$ cat src/rtl/core/btmm_pkg.sv
// Shared constants, codes and types of the battery trimmed-mean monitor.
package btmm_pkg;

    localparam int RING_DEPTH_DEF   = 7;
    localparam int SAMPLE_WIDTH_DEF = 10;

    localparam int VOLT_W      = 15;
    localparam int LEVEL_W     = 7;
    localparam int REF_W       = 12;
    localparam int PERIOD_W    = 8;
    localparam int CFG_INDEX_W = 2;
    localparam int CFG_DATA_W  = 12;
    localparam int STEP_W      = 9;

    localparam logic [VOLT_W-1:0]   VOLT_MAX    = 15'h7FFF;
    localparam logic [REF_W-1:0]    REF_RESET   = 12'd1200;
    localparam logic [PERIOD_W-1:0] FAST_RESET  = 8'd1;
    localparam logic [PERIOD_W-1:0] SLOW_RESET  = 8'd10;
    localparam int                  SCALE_SHIFT = 11;

    localparam logic [VOLT_W-1:0] LVL_FULL_MV = 15'd4200;
    localparam logic [VOLT_W-1:0] LVL_HIGH_MV = 15'd4000;
    localparam logic [VOLT_W-1:0] LVL_MID_MV  = 15'd3600;
    localparam logic [VOLT_W-1:0] LVL_LOW_MV  = 15'd3200;

    localparam logic [LEVEL_W-1:0] LEVEL_MAX       = 7'd100;
    localparam logic [LEVEL_W-1:0] LEVEL_HIGH_BASE = 7'd90;
    localparam logic [LEVEL_W-1:0] LEVEL_MID_BASE  = 7'd10;
    localparam logic [LEVEL_W-1:0] LEVEL_LOW_BASE  = 7'd0;

    // steps of 20 mV and 40 mV are a shift followed by the divide by five
    localparam int HIGH_STEP_SHIFT = 2;
    localparam int LOW_STEP_SHIFT  = 3;

    // exact x/5 for x < 512: (x * 820) >> 12
    localparam int               DIV5_RECIP_W = 10;
    localparam logic [DIV5_RECIP_W-1:0] DIV5_RECIP = 10'd820;
    localparam int               DIV5_SHIFT   = 12;

    typedef enum logic [CFG_INDEX_W-1:0] {
        CFG_REFERENCE_MV = 2'd0,
        CFG_FAST_PERIOD  = 2'd1,
        CFG_SLOW_PERIOD  = 2'd2
    } cfg_index_t;

    typedef struct packed {
        logic               done;
        logic [VOLT_W-1:0]  volt;
        logic [LEVEL_W-1:0] level;
    } calc_res_t;

endpackage

$ cat src/rtl/core/btmm_calc.sv
// Scaling pipeline: trimmed sum to mean, millivolts and battery level.
module btmm_calc
    import btmm_pkg::*;
#(
    parameter int RING_DEPTH   = RING_DEPTH_DEF,
    parameter int SAMPLE_WIDTH = SAMPLE_WIDTH_DEF,
    localparam int SUM_W = SAMPLE_WIDTH + $clog2(RING_DEPTH)
) (
    input  logic             clk,
    input  logic             rst_n,
    input  logic             start,
    input  logic [SUM_W-1:0] trimmed,
    input  logic [REF_W-1:0] ref_mv,
    input  logic             full,
    output calc_res_t        res
);
    localparam int DIVISOR = RING_DEPTH - 2;
    localparam int DIV_L   = $clog2(DIVISOR);
    localparam int DIV_S   = SUM_W + DIV_L;
    localparam int RECIP   = ((1 << DIV_S) + DIVISOR - 1) / DIVISOR;
    localparam int RECIP_W = SUM_W + 2;
    localparam int PROD_W  = SUM_W + RECIP_W;
    localparam int SCL_W   = SAMPLE_WIDTH + REF_W;
    localparam int T_W     = SCL_W + 4;
    localparam int MV_W    = T_W - SCALE_SHIFT;
    localparam int CMP_W   = (MV_W > VOLT_W) ? MV_W : VOLT_W;
    localparam int Q_W     = STEP_W + DIV5_RECIP_W;

    logic [4:0]              vld_reg;
    logic [SAMPLE_WIDTH-1:0] mean_reg;
    logic [SCL_W-1:0]        scaled_reg;
    logic [VOLT_W-1:0]       volt_reg;
    logic [LEVEL_W-1:0]      base_reg;
    logic [STEP_W-1:0]       step_reg;
    logic [LEVEL_W-1:0]      level_reg;

    logic [PROD_W-1:0]  mean_prod;
    logic [T_W-1:0]     times11;
    logic [CMP_W-1:0]   mv_ext;
    logic [VOLT_W-1:0]  volt_next;
    logic [LEVEL_W-1:0] base_next;
    logic [STEP_W-1:0]  step_next;
    logic [VOLT_W-1:0]  diff_high;
    logic [VOLT_W-1:0]  diff_mid;
    logic [VOLT_W-1:0]  diff_low;
    logic [Q_W-1:0]     q_prod;

    assign mean_prod = PROD_W'(trimmed) * PROD_W'(RECIP_W'(RECIP));
    assign times11   = (T_W'(scaled_reg) << 3) + (T_W'(scaled_reg) << 1) + T_W'(scaled_reg);
    assign mv_ext    = CMP_W'(times11[T_W-1:SCALE_SHIFT]);
    assign volt_next = (mv_ext > CMP_W'(VOLT_MAX)) ? VOLT_MAX : mv_ext[VOLT_W-1:0];

    assign diff_high = volt_reg - LVL_HIGH_MV;
    assign diff_mid  = volt_reg - LVL_MID_MV;
    assign diff_low  = volt_reg - LVL_LOW_MV;

    always_comb
    begin
        base_next = LEVEL_LOW_BASE;
        step_next = '0;
        if (full || (volt_reg > LVL_FULL_MV))
        begin
            base_next = LEVEL_MAX;
        end
        else if (volt_reg > LVL_HIGH_MV)
        begin
            base_next = LEVEL_HIGH_BASE;
            step_next = STEP_W'(diff_high >> HIGH_STEP_SHIFT);
        end
        else if (volt_reg > LVL_MID_MV)
        begin
            base_next = LEVEL_MID_BASE;
            step_next = STEP_W'(diff_mid);
        end
        else if (volt_reg > LVL_LOW_MV)
        begin
            base_next = LEVEL_LOW_BASE;
            step_next = STEP_W'(diff_low >> LOW_STEP_SHIFT);
        end
    end

    assign q_prod = Q_W'(step_reg) * Q_W'(DIV5_RECIP);

    always_ff @(posedge clk or negedge rst_n)
    begin
        if (!rst_n)
        begin
            vld_reg <= '0;
        end
        else
        begin
            vld_reg <= {vld_reg[3:0], start};
        end
    end

    always_ff @(posedge clk)
    begin
        mean_reg   <= SAMPLE_WIDTH'(mean_prod >> DIV_S);
        scaled_reg <= SCL_W'(mean_reg) * SCL_W'(ref_mv);
        volt_reg   <= volt_next;
        base_reg   <= base_next;
        step_reg   <= step_next;
        level_reg  <= base_reg + LEVEL_W'(q_prod >> DIV5_SHIFT);
    end

    assign res.done  = vld_reg[4];
    assign res.volt  = volt_reg;
    assign res.level = level_reg;
endmodule

$ cat config.mk
export PLATFORM = sky130hd
export DESIGN_NAME = btmm_calc
export DESIGN_NICKNAME = d
export VERILOG_FILES = /design/src/rtl/core/btmm_pkg.sv /design/src/rtl/core/btmm_calc.sv
export SDC_FILE = /design/constraint.sdc
export NUM_CORES = 1
export LEC_CHECK = 0
export BUFFER_PORTS_ARGS = -buffer_cell sky130_fd_sc_hd__buf_4
export CAP_MARGIN = 10
export CELL_PAD_IN_SITES_DETAIL_PLACEMENT = 1
export CELL_PAD_IN_SITES_GLOBAL_PLACEMENT = 2
export CORE_MARGIN = 3
export CORE_UTILIZATION = 42
export CTS_CLUSTER_SIZE = 24
export DETAILED_ROUTE_END_ITERATION = 8
export GPL_ROUTABILITY_DRIVEN = 0
export HOLD_SLACK_MARGIN = 0.03
export PLACE_DENSITY_LB_ADDON = 0.1
export SLEW_MARGIN = 20
export SYNTH_ARGS = -nofsm -noshare
export SYNTH_HDL_FRONTEND = slang
export SYNTH_SLANG_ARGS = --single-unit
$ cat constraint.sdc
create_clock -name clk -period 6.3 [get_ports clk]
set_clock_uncertainty 0.15 [all_clocks]
set_input_delay 0.63 -clock clk [delete_from_list [all_inputs] [get_ports clk]]
set_output_delay 0.63 -clock clk [all_outputs]
set_load 0.005 [all_outputs]
==> metrics.txt <==
status=completed; H-tree levels=3; Cell Count, Final, Fillers Out=1583; Cell Rows=59; final worst-path cycle share=0.869; Cell Chain, Critical Path=and2_1 > fa_1 > fa_1 > fa_1 > fa_1 > inv_1 > fa_1 > inv_1 > ha_1 > a21oi_1 > o21ai_0 > a311oi_1 > o31ai_2 > nor4b_1 > a211o_1; most used cell, CP=fa_1; worst hold-check path type=reg -> reg; RSZ-0062 raised after global routing=no; Ant. Diodes=0; WL final=25000 um; Post-Syn Area=0.0115 mm^2; Die Wd=171 um; number of synthesized register bits=72; crit path max fanout=12; input/output buffers=51; Critical Path RT=6430 ps; Core ar.=0.0264 mm^2; Synth Flop Type=dfxtp_1; Overall Global Routing Usage=0.181; post-synthesis sequential area ratio=0.128; asr flop ratio synth=0.0694; initial antenna violation count=0; Fin. Hold Viols=0; Hold Startpoint=vld_reg[2]; Setup Viol. Count Final=0; beginning of the worst register-to-register path=mean_reg[9]; Vias=8121; DR vias/cell=5.13; clock-pin slew on the worst setup and hold paths=60 ps; Area contributors post-synth=fa_1 27%, ha_1 25%, dfxtp_1 12%; die area=0.0293 mm^2; critical path type=reg -> reg; final global-route overflow total=0; arrival time at the worst endpoint=5610 ps; CTS tree=done; DRT iter0 DRCs=226; Pins Over Slew Limit=0; CP startpoint kind=flop; worst hold path endpoint=vld_reg[3]; num ports=52; CTS Sinks=72; worst reg-to-reg path cell count=15; worst reg-to-reg setup slack=820 ps; syn nets=1612; post-route ant nets=0; wire length per cell=15.8 um; synth warn=0; Worst slew margin=0.611; Finished Cell Area=0.0125 mm^2; area leader, netlist=fa_1; Least-Margin Pin Slew=580 ps; post-placement cell area=0.0122 mm^2; worst skew pair latency=340 ps; syn avg cell area=9.54 um^2; clk buf depth=2; top-count cell post-synth=inv_1; Residual DRC=0; Initial Util=0.434; Post-Syn Instances=1203; flip-flop count of the largest register, all copies and words added=22; DIE HEIGHT=171 um; Pre-antenna DRT Iters=4; Largest stage delay, worst path=620 ps; Hold Path Cell Cnt=0; fmax=0.183 GHz; Area Overhead vs Synth=8.69%; layout cell share with drive strength beyond 1=0.0681; Synth top area share=0.269; first-pass GRT wire length=43400 um; Post-synth EDFFs=0; number of global-route vias before repair=8758; CTS buffer count=9; dpl hpwl=22100 um; Critical R2R Capture=scaled_reg[20]; Distinct cells, synth=69; setup TNS=0 ps; Tmin final=5480 ps; total placed cells including tap cells=1566; slowest cell on the critical path=dfxtp_1; largest net degree at the start of global routing=15; CP Capture Type=flop; max-cap violation count=0; Setup Buffers After CTS=0; root buf cell=clkbuf_16; Nets=1652; commonest cells in the netlist=229 x inv_1, 226 x ha_1, 154 x fa_1, 80 x nand2_1, 70 x and2_1
[kinds of logic (layout without fill, tap and decap cells)]
logic type / after synthesis / in the layout / synth area share
adders and majority gates: 380 / 380 / 0.515
and+or+nand+nor: 259 / 259 / 0.118
buffers and inverters: 254 / 299 / 0.0840
AOI/OAI and AO/OA: 178 / 178 / 0.109
DFF: 72 / 72 / 0.128
xor gates and xnor gates: 59 / 59 / 0.0450
muxes: 1 / 1 / 0.000981
[metal layers]
metal / track usage / vias to the layer above / share of wire
met2: 0.296 / 69 / 0.46
met5: 0 / - / 0
met3: 0.0198 / 16 / 0.019
met1: 0.266 / 4004 / 0.51
li1: - / 4032 / -
met4: 0.0294 / 0 / 0.0099
[metrics by stage]
| stage | hold WS, ps | setup slack [ps] | utilization |
|---|---|---|---|
| final | 200 | 823 | 0.472 |
| after global routing | 211 | 501 | 0.472 |
| after CTS | 203 | 797 | 0.472 |
| after detailed placement | 189 | 633 | 0.461 |
| after global placement | 185 | 725 | 0.461 |
| after floorplan | 181 | 944 | - |
[area by class of cell]
type | count | area (um^2)
Multi-Input combinational cell | 877 | 9050
Inverter | 230 | 863
Fill cell | 3059 | 14000
Clock buffer | 9 | 225
Clock inverter | 7 | 53.8
Tap cell | 335 | 419
Timing Repair Buffer | 53 | 400
Sequential cell | 72 | 1470
[timing repair]
item | in CTS | in global routing
endpoints found under the hold margin | 5 | 0
setup endpoints to repair | 0 | 0
hold buffers | 1 | 0
resized for setup | 0 | 0
[worst max-delay path: cells and delay by family (launching register included)]
family	cells	cell delay [ps]
flip-flops	1	620
buffers and inverters	2	90
adder cells (fa/ha/maj)	6	2920
AO/OA/AOI/OAI	5	1110
AND/OR/NAND/NOR	2	530
[placed cells by master (no fill, tap or decap), types with 4 or more instances in the layout]
cell | netlist | final
a211o_1 | 4 | 4
a211oi_1 | 9 | 9
a21o_1 | 13 | 13
a21oi_1 | 44 | 44
a22oi_1 | 5 | 5
a311oi_1 | 4 | 4
a31oi_1 | 10 | 10
and2_1 | 70 | 70
and3_1 | 7 | 7
buf_4 | 1 | 52
clkbuf_16 | 0 | 9
dfrtp_1 | 5 | 5
dfxtp_1 | 67 | 67
fa_1 | 154 | 154
ha_1 | 226 | 226
inv_1 | 229 | 229
nand2_1 | 80 | 80
nand2b_1 | 12 | 12
nand3_1 | 16 | 16
nand4_1 | 10 | 10
nor2_1 | 28 | 28
nor2b_1 | 7 | 7
nor3_1 | 14 | 14
o211ai_1 | 9 | 9
o21a_1 | 8 | 8
o21ai_0 | 14 | 14
o21ai_1 | 8 | 8
o21bai_1 | 7 | 7
o22ai_1 | 4 | 4
xnor2_1 | 40 | 40
xor2_1 | 19 | 19
[how the worst max path moves through the flow]
stage	from	to	slack (ps)
6_report	mean_reg[9]	scaled_reg[20]	820
5_1_grt	mean_reg[8]	scaled_reg[20]	500
4_1_cts	mean_reg[9]	scaled_reg[20]	800
3_5_place_dp	ref_mv[1]	scaled_reg[20]	630
3_3_place_gp	ref_mv[1]	scaled_reg[19]	730
2_1_floorplan	ref_mv[7]	scaled_reg[20]	940
Power is left out: the tool's default activity adds up to more than one toggle a clock period on the data nets, which glitch-free logic cannot reach.
