### src/rtl/core/btmm_pkg.sv
// Shared constants, codes and types of the battery trimmed-mean monitor.
package btmm_pkg;

    localparam int RING_DEPTH_DEF   = 7;
    localparam int SAMPLE_WIDTH_DEF = 10;

    localparam int VOLT_W      = 15;
    localparam int LEVEL_W     = 7;
    localparam int REF_W       = 12;
    localparam int PERIOD_W    = 8;
    localparam int CFG_INDEX_W = 2;
    localparam int CFG_DATA_W  = 12;
    localparam int STEP_W      = 9;

    localparam logic [VOLT_W-1:0]   VOLT_MAX    = 15'h7FFF;
    localparam logic [REF_W-1:0]    REF_RESET   = 12'd1200;
    localparam logic [PERIOD_W-1:0] FAST_RESET  = 8'd1;
    localparam logic [PERIOD_W-1:0] SLOW_RESET  = 8'd10;
    localparam int                  SCALE_SHIFT = 11;

    localparam logic [VOLT_W-1:0] LVL_FULL_MV = 15'd4200;
    localparam logic [VOLT_W-1:0] LVL_HIGH_MV = 15'd4000;
    localparam logic [VOLT_W-1:0] LVL_MID_MV  = 15'd3600;
    localparam logic [VOLT_W-1:0] LVL_LOW_MV  = 15'd3200;

    localparam logic [LEVEL_W-1:0] LEVEL_MAX       = 7'd100;
    localparam logic [LEVEL_W-1:0] LEVEL_HIGH_BASE = 7'd90;
    localparam logic [LEVEL_W-1:0] LEVEL_MID_BASE  = 7'd10;
    localparam logic [LEVEL_W-1:0] LEVEL_LOW_BASE  = 7'd0;

    // steps of 20 mV and 40 mV are a shift followed by the divide by five
    localparam int HIGH_STEP_SHIFT = 2;
    localparam int LOW_STEP_SHIFT  = 3;

    // exact x/5 for x < 512: (x * 820) >> 12
    localparam int               DIV5_RECIP_W = 10;
    localparam logic [DIV5_RECIP_W-1:0] DIV5_RECIP = 10'd820;
    localparam int               DIV5_SHIFT   = 12;

    typedef enum logic [CFG_INDEX_W-1:0] {
        CFG_REFERENCE_MV = 2'd0,
        CFG_FAST_PERIOD  = 2'd1,
        CFG_SLOW_PERIOD  = 2'd2
    } cfg_index_t;

    typedef struct packed {
        logic               done;
        logic [VOLT_W-1:0]  volt;
        logic [LEVEL_W-1:0] level;
    } calc_res_t;

endpackage

### src/rtl/core/btmm_ram.sv
// Generic single-write, single-read RAM with registered read data.
module btmm_ram #(
    parameter int WIDTH = 8,
    parameter int DEPTH = 8
) (
    input  logic                     clk,
    input  logic                     we,
    input  logic [$clog2(DEPTH)-1:0] waddr,
    input  logic [WIDTH-1:0]         wdata,
    input  logic [$clog2(DEPTH)-1:0] raddr,
    output logic [WIDTH-1:0]         rdata
);
    logic [WIDTH-1:0] mem [DEPTH];
    logic [WIDTH-1:0] rdata_reg;

    always_ff @(posedge clk)
    begin
        if (we)
        begin
            mem[waddr] <= wdata;
        end
        rdata_reg <= mem[raddr];
    end

    assign rdata = rdata_reg;
endmodule

### src/rtl/core/btmm_ring.sv
// Sample ring: stores samples in RAM and scans it for sum, largest and smallest entry, giving the trimmed sum.
module btmm_ring
    import btmm_pkg::*;
#(
    parameter int RING_DEPTH   = RING_DEPTH_DEF,
    parameter int SAMPLE_WIDTH = SAMPLE_WIDTH_DEF,
    localparam int AW    = $clog2(RING_DEPTH),
    localparam int SUM_W = SAMPLE_WIDTH + $clog2(RING_DEPTH)
) (
    input  logic                    clk,
    input  logic                    rst_n,
    input  logic                    wr_en,
    input  logic [SAMPLE_WIDTH-1:0] wr_data,
    output logic                    done,
    output logic [SUM_W-1:0]        trimmed
);
    localparam logic [AW-1:0] LAST_ADDR = AW'(RING_DEPTH - 1);

    logic [AW-1:0]           slot_reg;
    logic [AW-1:0]           slot_next;
    logic [RING_DEPTH-1:0]   valid_reg;
    logic                    scan_reg;
    logic [AW-1:0]           rd_addr_reg;
    logic                    dvld_reg;
    logic [AW-1:0]           daddr_reg;
    logic                    dlast_reg;
    logic                    fin_reg;
    logic                    done_reg;
    logic [SUM_W-1:0]        sum_reg;
    logic [SAMPLE_WIDTH-1:0] hi_reg;
    logic [SAMPLE_WIDTH-1:0] lo_reg;
    logic [SUM_W-1:0]        trimmed_reg;
    logic [SAMPLE_WIDTH-1:0] rdata;
    logic [SAMPLE_WIDTH-1:0] entry;

    btmm_ram #(
        .WIDTH (SAMPLE_WIDTH),
        .DEPTH (RING_DEPTH)
    ) u_ram (
        .clk   (clk),
        .we    (wr_en),
        .waddr (slot_reg),
        .wdata (wr_data),
        .raddr (rd_addr_reg),
        .rdata (rdata)
    );

    assign slot_next = (slot_reg == LAST_ADDR) ? '0 : slot_reg + 1'b1;
    // never-written entries are read as zero
    assign entry     = valid_reg[daddr_reg] ? rdata : '0;

    always_ff @(posedge clk or negedge rst_n)
    begin
        if (!rst_n)
        begin
            slot_reg    <= '0;
            valid_reg   <= '0;
            scan_reg    <= 1'b0;
            rd_addr_reg <= '0;
            dvld_reg    <= 1'b0;
            dlast_reg   <= 1'b0;
            fin_reg     <= 1'b0;
            done_reg    <= 1'b0;
        end
        else
        begin
            dvld_reg  <= scan_reg;
            dlast_reg <= scan_reg && (rd_addr_reg == LAST_ADDR);
            fin_reg   <= dvld_reg && dlast_reg;
            done_reg  <= fin_reg;
            if (wr_en)
            begin
                valid_reg[slot_reg] <= 1'b1;
                slot_reg            <= slot_next;
                scan_reg            <= 1'b1;
                rd_addr_reg         <= '0;
            end
            else if (scan_reg)
            begin
                if (rd_addr_reg == LAST_ADDR)
                begin
                    scan_reg <= 1'b0;
                end
                else
                begin
                    rd_addr_reg <= rd_addr_reg + 1'b1;
                end
            end
        end
    end

    always_ff @(posedge clk)
    begin
        daddr_reg <= rd_addr_reg;
        if (wr_en)
        begin
            sum_reg <= '0;
            hi_reg  <= '0;
            lo_reg  <= '1;
        end
        else if (dvld_reg)
        begin
            sum_reg <= sum_reg + SUM_W'(entry);
            if (entry > hi_reg)
            begin
                hi_reg <= entry;
            end
            if (entry < lo_reg)
            begin
                lo_reg <= entry;
            end
        end
        if (fin_reg)
        begin
            trimmed_reg <= sum_reg - SUM_W'(hi_reg) - SUM_W'(lo_reg);
        end
    end

    assign done    = done_reg;
    assign trimmed = trimmed_reg;
endmodule

### config.mk
export PLATFORM = sky130hd
export DESIGN_NAME = btmm_ring
export DESIGN_NICKNAME = d
export VERILOG_FILES = /design/src/rtl/core/btmm_pkg.sv /design/src/rtl/core/btmm_ram.sv /design/src/rtl/core/btmm_ring.sv
export SDC_FILE = /design/constraint.sdc
export NUM_CORES = 1
export LEC_CHECK = 0
export BUFFER_PORTS_ARGS = -buffer_cell sky130_fd_sc_hd__buf_2
export CORE_MARGIN = 2
export CORE_UTILIZATION = 45
export CTS_CLUSTER_DIAMETER = 200
export DETAILED_ROUTE_END_ITERATION = 16
export PLACE_DENSITY_LB_ADDON = 0.2
export REMOVE_ABC_BUFFERS = 1
export SLEW_MARGIN = 0
export SYNTH_ARGS = -nofsm -noshare
export SYNTH_HDL_FRONTEND = slang
export SYNTH_HIERARCHICAL = 1
export SYNTH_SLANG_ARGS = --single-unit
### constraint.sdc
create_clock -name clk -period 7.4 [get_ports clk]
set_input_delay 1.48 -clock clk [delete_from_list [all_inputs] [get_ports clk]]
set_output_delay 1.48 -clock clk [all_outputs]
set_load 0.05 [all_outputs]
==> results.toml, run 1 <==
[yosys]
yosysTopAreaCell = "edfxtp_1"
yosys_register_bits = 147
synthesis.area_mm2 = 0.007461
synth-main-ff-cell = "edfxtp_1"
synth.avg_cell_area_um2 = 11.98
synth_top_cells_by_area = "edfxtp_1 33%, dfxtp_1 12%, ha_1 6.4%, dfrtp_1 6.0%, mux2i_1 4.2%"
synthCells = 623
synth-async-reset-ratio_pct = 12.24
synth_top_area_share_pct = 33.41
yosys_warnings = 6
ys_types = 69
synth_edf_count = 83
ys_seq_area_share_pct = 51.79

[drt]
drc = 0
highest_layer = "met4"
viasPerCell = 5.431
dr_wl_met2_mm = 7.385
met3WireLength_um = 360
drtPass1Iterations = 5
routedLengthMet1_mm = 6.789
vias = 4774
routed_wl_mm = 14.72
wl_per_cell_um = 16.75
ant_nets = 0
drt_iter0_markers = 250

[outcome]
outcome = "finished clean"

[setup_path]
crit_fanout = 21
crit_arrival_ns = 4.41
critPathLaunchType = "flip-flop"
crit_path_end_kind = "flip-flop"
worstSetupPathType = "flip-flop to flip-flop"
cp.required_ns = 7.73

[global_route]
grt.total_usage_pct = 17.82
grt_pass1_vias = 4779
grt_max_degree = 71
grt_pass1_wl_mm = 24.44
antenna_found_initial = 0
grt_overflow = 0

[place]
placed_cells = 847
port_buffers = 26
gp_congestion = 0.8238
hpwlAfterDp_mm = 10.06

[sta]
fin_skew_ns = 0.01644
fin_crit_ns = 4.086
worst_pin_slew_ns = 1.334
max_freq_ghz = 0.2447
final_max_slew_viol_count = 0
fin_crit_sh_pct = 55.22
setup_tns_ns = 0
maxSlewHeadroom_pct = 11.09
rsz0062_at_grt = "false"
finalSetupViolCount = 0
hold_violations = 0

[cts]
clkTransAtPathRegs_ns = 0.06
clock_latency_ns = 0.42
cts.htree.levels = 4
cts_buffer_depth = 2
postCtsResizedCells = 0
root_buffer = "clkbuf_16"
cts_setup_buffers = 0
cts.sinks = 147
cts_buffers = 17
cts_tree = "yes"
cts_hold_buf = 0

[finish]
final_core_util_pct = 50.82
layout-drive-gt1-share_pct = 15.48
fin_cells = 879
num-nets-final = 708
largest_register_ffs = 70
synthToLayoutAreaGrowth_pct = 11.76
diodes = 0

[run]
max_cap_violations = 0

[floorplanning]
coreArea_mm2 = 0.01641
initial_core_util_pct = 45.47
chipWidth_um = 132.8
dieArea_mm2 = 0.01763
rows = 47
die_y_um = 132.8
io_pins = 27

[power]
ir_drop_uv = 243.8
leakagePower_nw = 3.168
p_per_area_mw_per_mm2 = 442.3

[hold_path]
min_path_type = "flip-flop to flip-flop"
area by class of cell:
cell class,instances,area [um^2]
clock buffer,23,504.2
fill,1422,8069
inverter,38,142.6
clock inverter,9,65.06
tap,220,275.3
timing repair buffer,31,167.7
sequential,147,3865
multi-input combinational,411,3318
cells in the final DEF (no fill, tap or decap), types with 17 or more instances in the layout:
master	count
mux2i_1	31
dfrtp_1	17
ha_1	38
dfxtp_1	46
edfxtp_1	83
inv_1	38
a21oi_1	19
clkbuf_16	19
o21ai_0	17
nor2_1	51
nand2_1	26
buf_2	26
nand2b_1	21
per-layer routing:
metal	global-route usage, %	vias to the layer above
li1	-	2363
met1	22.27	2319
met2	30.51	80
met3	3.831	12
met4	6.452	0
met5	0	-
logic make-up (layout without fill, tap and decap cells):
family / Yosys count / after routing / synth area share [%]
multiplexers: 45 / 45 / 6.926
adder cells (fa/ha/maj): 51 / 51 / 9.593
buffers and inverters: 65 / 101 / 3.740
flip-flops: 147 / 147 / 51.79
XOR/XNOR: 15 / 15 / 1.761
AND/OR/NAND/NOR: 164 / 164 / 11.64
AO/OA/AOI/OAI: 136 / 136 / 14.56
stage by stage:
stage	power [W]	hold WS, ns	area (um^2)	setup WS, ns
6_report	0.003688	0.4476	8338	3.314
5_1_grt	0.003992	0.4684	8338	2.921
4_1_cts	0.003712	0.4472	8338	3.333
3_5_place_dp	0.002883	0.4334	7769	3.314
3_3_place_gp	0.002826	0.4206	7769	3.502
2_1_floorplan	0.002504	0.4005	7325	3.884
final timing paths:
path	from	endpoint	slack (ns)	cells past startpoint
setup / recovery	daddr_reg[2]	lo_reg[1]	3.31	11
hold / removal	valid_reg[0]	valid_reg[0]	0.45	1
setup reg to reg	daddr_reg[2]	lo_reg[1]	3.31	11
hold reg to reg	valid_reg[0]	valid_reg[0]	0.45	1
max in group asynchronous	rst_n	rd_addr_reg[2]	6.12	1
min in group asynchronous	rst_n	rd_addr_reg[1]	0.98	1
power breakdown:
| part | switching (W) | total [W] | internal, W |
|---|---|---|---|
| combinational | 0.000902 | 0.00163 | 0.000727 |
| sequential | 0.000144 | 0.00124 | 0.00110 |
| clock | 0.000332 | 0.000817 | 0.000484 |
| total | 0.00138 | 0.00369 | 0.00231 |
critical path, stage by stage, from the launching register on:
cell and delay [ns]:
dfxtp_1 0.39, mux2_1 0.34, mux4_2 0.65, and2_1 0.31, ha_1 0.31, nor2b_1 0.16, nor2b_1 0.15, a221oi_1 0.10
a31oi_1 0.17, o21ai_0 0.10, a21oi_1 1.04, mux2i_1 0.30
cell usage after synthesis, types with 9 or more instances:
master,count
dfrtp_1,18
o221ai_2,10
edfxtp_1,83
clkbuf_1,14
fa_1,11
o31ai_1,13
o21ai_0,17
a21o_1,12
inv_1,38
o211ai_2,10
ha_1,38
nor2_1,51
nand2b_1,21
or4_1,9
mux2i_1,31
mux2_4,10
xnor2_1,11
dfxtp_1,46
a21oi_1,19
nand2_1,26
(Power assumes the default switching activity.)
==> run 2, diff against run 1 <==
--- a/config.mk
+++ b/config.mk
@@ -5,6 +5,7 @@
 export SDC_FILE = /design/constraint.sdc
 export NUM_CORES = 1
 export LEC_CHECK = 0
+export ABC_AREA = 1
 export BUFFER_PORTS_ARGS = -buffer_cell sky130_fd_sc_hd__buf_2
 export CORE_MARGIN = 2
 export CORE_UTILIZATION = 45
==> constraint.sdc (replaced) <==
create_clock -name clk -period 4.19 [get_ports clk]
set_input_delay 0.838 -clock clk [delete_from_list [all_inputs] [get_ports clk]]
set_output_delay 0.838 -clock clk [all_outputs]
set_load 0.05 [all_outputs]
==> run 2 against run 1 <==
  * Count of clock-buffer cells in the layout fell by 6
  * Core utilization fell by 0.062 points
  * Critical endpoint is now trimmed[11]
  * Synthesized cell count rose by 43%
  * Via count rose by 16%
  * Final area rose by 4.6%
  * Worst hold slack got worse by 0.12 ns
  * Synthesized area rose by 4.9%
  * Fmax rose by 44%
  * Final cell count rose by 32%
  * Critical path type unchanged
  * Routed wire length rose by 7.0%
==> results.toml, run 2 <==
[sta]
fin_crit_sh_pct = 67.92
final_max_slew_viol_count = 0
rsz0062_at_grt = "false"
worst_pin_slew_ns = 1.068
finalSetupViolCount = 0
hold_violations = 0
fin_ws_ns = 1.344
max_freq_ghz = 0.3514
maxSlewHeadroom_pct = 28.53
setup_tns_ns = 0
fin_crit_ns = 2.846
fin_skew_ns = 0.008603

[yosys]
ys_types = 37
synth-main-ff-cell = "edfxtp_1"
synth-async-reset-ratio_pct = 12.24
synthesis.area_mm2 = 0.007830
yosys_warnings = 6
yosys_register_bits = 147
synth.avg_cell_area_um2 = 8.768
synth_top_cells_by_area = "edfxtp_1 32%, dfxtp_1 12%, nand2_1 11%, inv_1 7.1%, ha_1 6.1%"
synthTopCellsByCount = "222 x nand2_1, 148 x inv_1, 84 x nand3_1"
synthCells = 893
yosysTopAreaCell = "edfxtp_1"
synth_most_common_cell = "nand2_1"
synth_edf_count = 83
synth_top_area_share_pct = 31.83
ys_seq_area_share_pct = 49.34

[setup_path]
reg2reg_depth = 13
crit_arrival_ns = 3.03
crit_fanout = 4
slowest_stage = "fa_1"
cp.required_ns = 4.37
crit_chain = "inv_1, fa_1, ha_1, a21oi_1, o21ai_0, a21oi_1, o21ai_0, a21oi_1, o21ai_0, a21oi_1, inv_1, nand2_1, nand2_1"
critPathLaunchType = "flip-flop"
crit_path_frequent_cell = "a21oi_1"
slowest_delay_ns = 0.49
crit_path_end_kind = "flip-flop"
worstSetupPathType = "flip-flop to flip-flop"

[floorplanning]
coreArea_mm2 = 0.01718
io_pins = 27
chipWidth_um = 135.9
die_y_um = 135.9
dieArea_mm2 = 0.01847
rows = 48
initial_core_util_pct = 45.59

[cts]
cts_setup_buffers = 0
root_buffer = "clkbuf_16"
clock_latency_ns = 0.42
cts_buffer_depth = 2
clkTransAtPathRegs_ns = 0.06
cts.sinks = 147
cts.htree.levels = 4
postCtsResizedCells = 0
cts_tree = "yes"
cts_buffers = 17
cts_hold_buf = 0

[power]
ir_drop_uv = 453.2
power_w = 0.006581
leakagePower_nw = 4.238
p_per_area_mw_per_mm2 = 754.8

[drt]
drt_iter0_markers = 293
wl_per_cell_um = 13.62
routed_wl_mm = 15.75
vias = 5552
viasPerCell = 4.803
drc = 0
ant_nets = 0
drtPass1Iterations = 5

[global_route]
grt.total_usage_pct = 18.51
grt_pass1_vias = 5255
antenna_found_initial = 0
grt_max_degree = 34
grt_overflow = 0
grt_pass1_wl_mm = 26.22

[finish]
layout-drive-gt1-share_pct = 11.82
final_common_cell = "nand2_1"
largest_register_ffs = 70
diodes = 0
fill_cells = 1655
num-nets-final = 980
final_core_util_pct = 50.76
final_area_mm2 = 0.008718
synthToLayoutAreaGrowth_pct = 11.35
final_cell_mix = "222 x nand2_1, 148 x inv_1, 84 x nand3_1"

[outcome]
outcome = "finished clean"

[place]
hpwlAfterDp_mm = 11.19
placed_area_mm2 = 0.008124
gp_congestion = 0.8587
dp_slack_ns = 1.332
port_buffers = 26

[hold_path]
min_path_type = "input pin to async pin"

[run]
max_cap_violations = 0
run 2: routing by layer:
metal / up-vias / global-route usage [%] / part of all wire [%]
li1: 2926 / - / -
met1: 2534 / 23.81 / 48
met2: 75 / 31.45 / 48
met3: 17 / 3.356 / 2.4
met4: 0 / 6.366 / 1.6
met5: - / 0 / 0
run 2: power breakdown:
group,leakage [nW],total [W],internal [W],switching [W]
clock network,0.289,0.00153,0.000894,0.000636
logic,2.61,0.00292,0.00112,0.00180
registers,1.33,0.00213,0.00194,0.000195
total,4.24,0.00658,0.00395,0.00263
run 2: worst max-delay path: cells and delay by family, from the launching register on:
kind,cells,cell delay [ns]
adder cells (fa/ha/maj),2,0.86
AO/OA/AOI/OAI,7,1.14
flip-flops,1,0.35
AND/OR/NAND/NOR,2,0.11
buffers and inverters,2,0.14
run 2: worst paths after layout:
| kind | start | endpoint | slack [ns] |
|---|---|---|---|
| setup / recovery | hi_reg[2] | trimmed[11] | 1.34 |
| min in group clk | rd_addr_reg[0] | daddr_reg[0] | 0.37 |
| max in group asynchronous | rst_n | rd_addr_reg[2] | 3.57 |
| hold reg to reg | rd_addr_reg[0] | daddr_reg[0] | 0.37 |
| hold / removal | rst_n | slot_reg[2] | 0.33 |
| setup reg to reg | hi_reg[2] | trimmed[11] | 1.34 |
run 2: layout make-up:
type	count	area (um^2)	share of cell area, %
Sequential cell	147	3864	44.32
Clock inverter	15	168.9	1.937
Tap cell	225	281.5	3.229
Inverter	154	578.1	6.630
Clock buffer	17	425.4	4.879
Multi-Input combinational cell	567	3233	37.08
Timing Repair Buffer	31	167.7	1.923
run 2: metrics by stage:
| stage | hold slack, ns | cells |
|---|---|---|
| final | 0.3324 | 1156 |
| after CTS | 0.3275 | 1156 |
| after detailed placement | 0.3571 | 1124 |
| after floorplan | 0.3741 | 868 |
| after global placement | 0.3580 | 1124 |
| after global routing | 0.3538 | 1156 |
run 2: cell families after synthesis:
kind of cell    share of synthesized area [%]
fa+ha+maj                               8.885
compound gates                          5.449
xor+xnor                                1.790
flops                                   49.34
simple gates                            25.17
buf+inv                                 9.364
==> run 3, diff against run 2 <==
--- a/config.mk
+++ b/config.mk
@@ -5,7 +5,7 @@
 export SDC_FILE = /design/constraint.sdc
 export NUM_CORES = 1
 export LEC_CHECK = 0
-export ABC_AREA = 1
+export ABC_AREA = 0
 export BUFFER_PORTS_ARGS = -buffer_cell sky130_fd_sc_hd__buf_2
 export CORE_MARGIN = 2
 export CORE_UTILIZATION = 45
==> constraint.sdc (replaced) <==
create_clock -name clk -period 2.9 [get_ports clk]
set_input_delay 0.58 -clock clk [delete_from_list [all_inputs] [get_ports clk]]
set_output_delay 0.58 -clock clk [all_outputs]
set_load 0.05 [all_outputs]
==> run 3 against run 2 <==
  * The flow now finishes with violations (setup timing)
  * Critical endpoint is now hi_reg[9]
  * Highest routed layer unchanged
  * Sequential share of layout area shrank 2.4 points
  * Flip-flop and latch count did not move
  * Setup slack worse by 1.7 ns
  * Register-to-register slack worse by 1.7 ns
==> results.toml, run 3 (synthesized netlist as in run 1, its figures left out) <==
[sta]
finalSetupViolCount = 28
maxSlewHeadroom_pct = 52.41
setup_tns_ns = -6.575
fin_crit_ns = 3.257
rsz0062_at_grt = "true"
max_freq_ghz = 0.3071
fin_crit_sh_pct = 112.3
worst_pin_slew_ns = 0.7139
fin_skew_ns = 0.01231
final_max_slew_viol_count = 0
hold_ws_ns = 0.08502
fin_ws_ns = -0.3566
hold_violations = 0

[setup_path]
crit_fanout = 6
slowest_delay_ns = 0.52
crit_chain = "mux2_4, mux4_2, buf_6, and2_4, ha_4, and4_1, nand2_2, a211o_1, o221a_4, or4b_1, o31ai_1"
slowest_stage = "mux4_2"
critPathLaunchType = "flip-flop"
crit_path_end_kind = "flip-flop"
worstSetupPathType = "flip-flop to flip-flop"
crit_arrival_ns = 3.58
cp.required_ns = 3.22

[cts]
cts_buffers = 17
clkTransAtPathRegs_ns = 0.06
cts_buffer_depth = 2
cts_tree = "yes"
cts_hold_buf = 0
clock_latency_ns = 0.43
cts.htree.levels = 4
cts.sinks = 147
root_buffer = "clkbuf_16"

[global_route]
antenna_found_initial = 0
grt_pass1_vias = 5265
grt_pass1_wl_mm = 25.66
grt_max_degree = 38
grt.total_usage_pct = 18.63
grt_overflow = 0

[place]
hpwlAfterDp_mm = 10.71
port_buffers = 26
gp_congestion = 0.8233

[finish]
diodes = 0
synthToLayoutAreaGrowth_pct = 23.98
largest_register_ffs = 70
layout-drive-gt1-share_pct = 31.99
num-nets-final = 771
fill_cells = 1318
final_common_cell = "edfxtp_1"
final_cell_mix = "83 x edfxtp_1, 59 x buf_4, 48 x nor2_1"

[floorplanning]
chipWidth_um = 132.8
rows = 47
die_y_um = 132.8
coreArea_mm2 = 0.01641
io_pins = 27
initial_core_util_pct = 45.47
dieArea_mm2 = 0.01763

[drt]
vias = 5063
drc = 0
ant_nets = 0
wl_per_cell_um = 16.55
viasPerCell = 5.375
drtPass1Iterations = 4
routed_wl_mm = 15.59
drt_iter0_markers = 250

[power]
ir_drop_uv = 737.2
leakagePower_nw = 3.550
p_per_area_mw_per_mm2 = 1148

[run]
max_cap_violations = 0

[outcome]
outcome = "finished with violations"
violations = "setup timing"

[hold_path]
min_path_type = "input pin to async pin"
## run 3: changes by cell type in the layout (fill, tap and decap cells not counted), moves of 17 or more
cell | previous run | this run
nand3_2 | 19 | 2
a21oi_1 | 33 | 12
nand3_1 | 84 | 6
inv_1 | 148 | 34
buf_4 | 5 | 59
nand2b_1 | 0 | 21
nand2_1 | 222 | 22
mux2i_1 | 0 | 31
## run 3: final timing paths
path                               from         endpoint  slack (ns)  depth (start not counted)
hold reg to reg                scan_reg         dvld_reg        0.45                          0
min in group clk             wr_data[7]  u_ram/mem[2][7]        0.40                          1
setup / recovery           daddr_reg[2]        hi_reg[9]       -0.36                         11
setup reg to reg           daddr_reg[2]        hi_reg[9]       -0.36                         11
max in group asynchronous         rst_n   rd_addr_reg[2]        2.49                          1
hold / removal                    rst_n     valid_reg[0]        0.09                          1
## run 3: worst max-delay path, delay by kind of cell (launching register included)
kind | cells | cell delay, ns
buffers and inverters | 1 | 0.16
muxes | 2 | 0.82
AOI/OAI and AO/OA | 3 | 0.66
and+or+nand+nor | 4 | 0.89
adders and majority gates | 1 | 0.25
DFF | 1 | 0.38
## run 3: cell type report
class	instances	area, um^2	share of cell area (%)
Clock buffer	19	432.9	4.680
Clock inverter	13	150.1	1.623
Inverter	38	150.1	1.623
Multi-Input combinational cell	412	3691	39.90
Sequential cell	147	3874	41.88
Tap cell	220	275.3	2.976
Timing Repair Buffer	93	676.9	7.318
## run 3: stage by stage
step / setup slack [ns] / util (%) / std cells / area, um^2 / power, W
floorplan: -0.6156 / - / 596 / 7325 / 0.006389
global placement: -0.4806 / 49.44 / 891 / 8112 / 0.007575
detailed placement: -0.5638 / 49.44 / 891 / 8112 / 0.007741
CTS: -0.3491 / 55.54 / 935 / 9112 / 0.01049
global route: -0.4297 / 56.38 / 942 / 9250 / 0.01142
finish: -0.3566 / 56.38 / 942 / 9250 / 0.01062
## run 3: layer usage
metal | routed length [um] | track usage [%] | up-vias
met5 | 0 | 0 | -
met4 | 181 | 7.826 | 0
met2 | 7921 | 32.07 | 92
li1 | - | - | 2487
met3 | 526 | 3.831 | 17
met1 | 6958 | 22.80 | 2467
## run 3: power breakdown
part / switching (W) / internal (W) / leakage (nW)
clock: 0.000863 / 0.00128 / 0.279
sequential: 0.000360 / 0.00280 / 1.34
combinational: 0.00269 / 0.00262 / 1.93
total: 0.00392 / 0.00671 / 3.55
## run 3: repair_timing
| item | 4_1_cts | 5_1_grt |
|---|---|---|
| setup buffers | 10 | 8 |
| pin swaps | 27 | 31 |
| gates cloned | 2 | 0 |
| gates resized for setup | 59 | 33 |
| setup endpoints to repair | 30 | 31 |
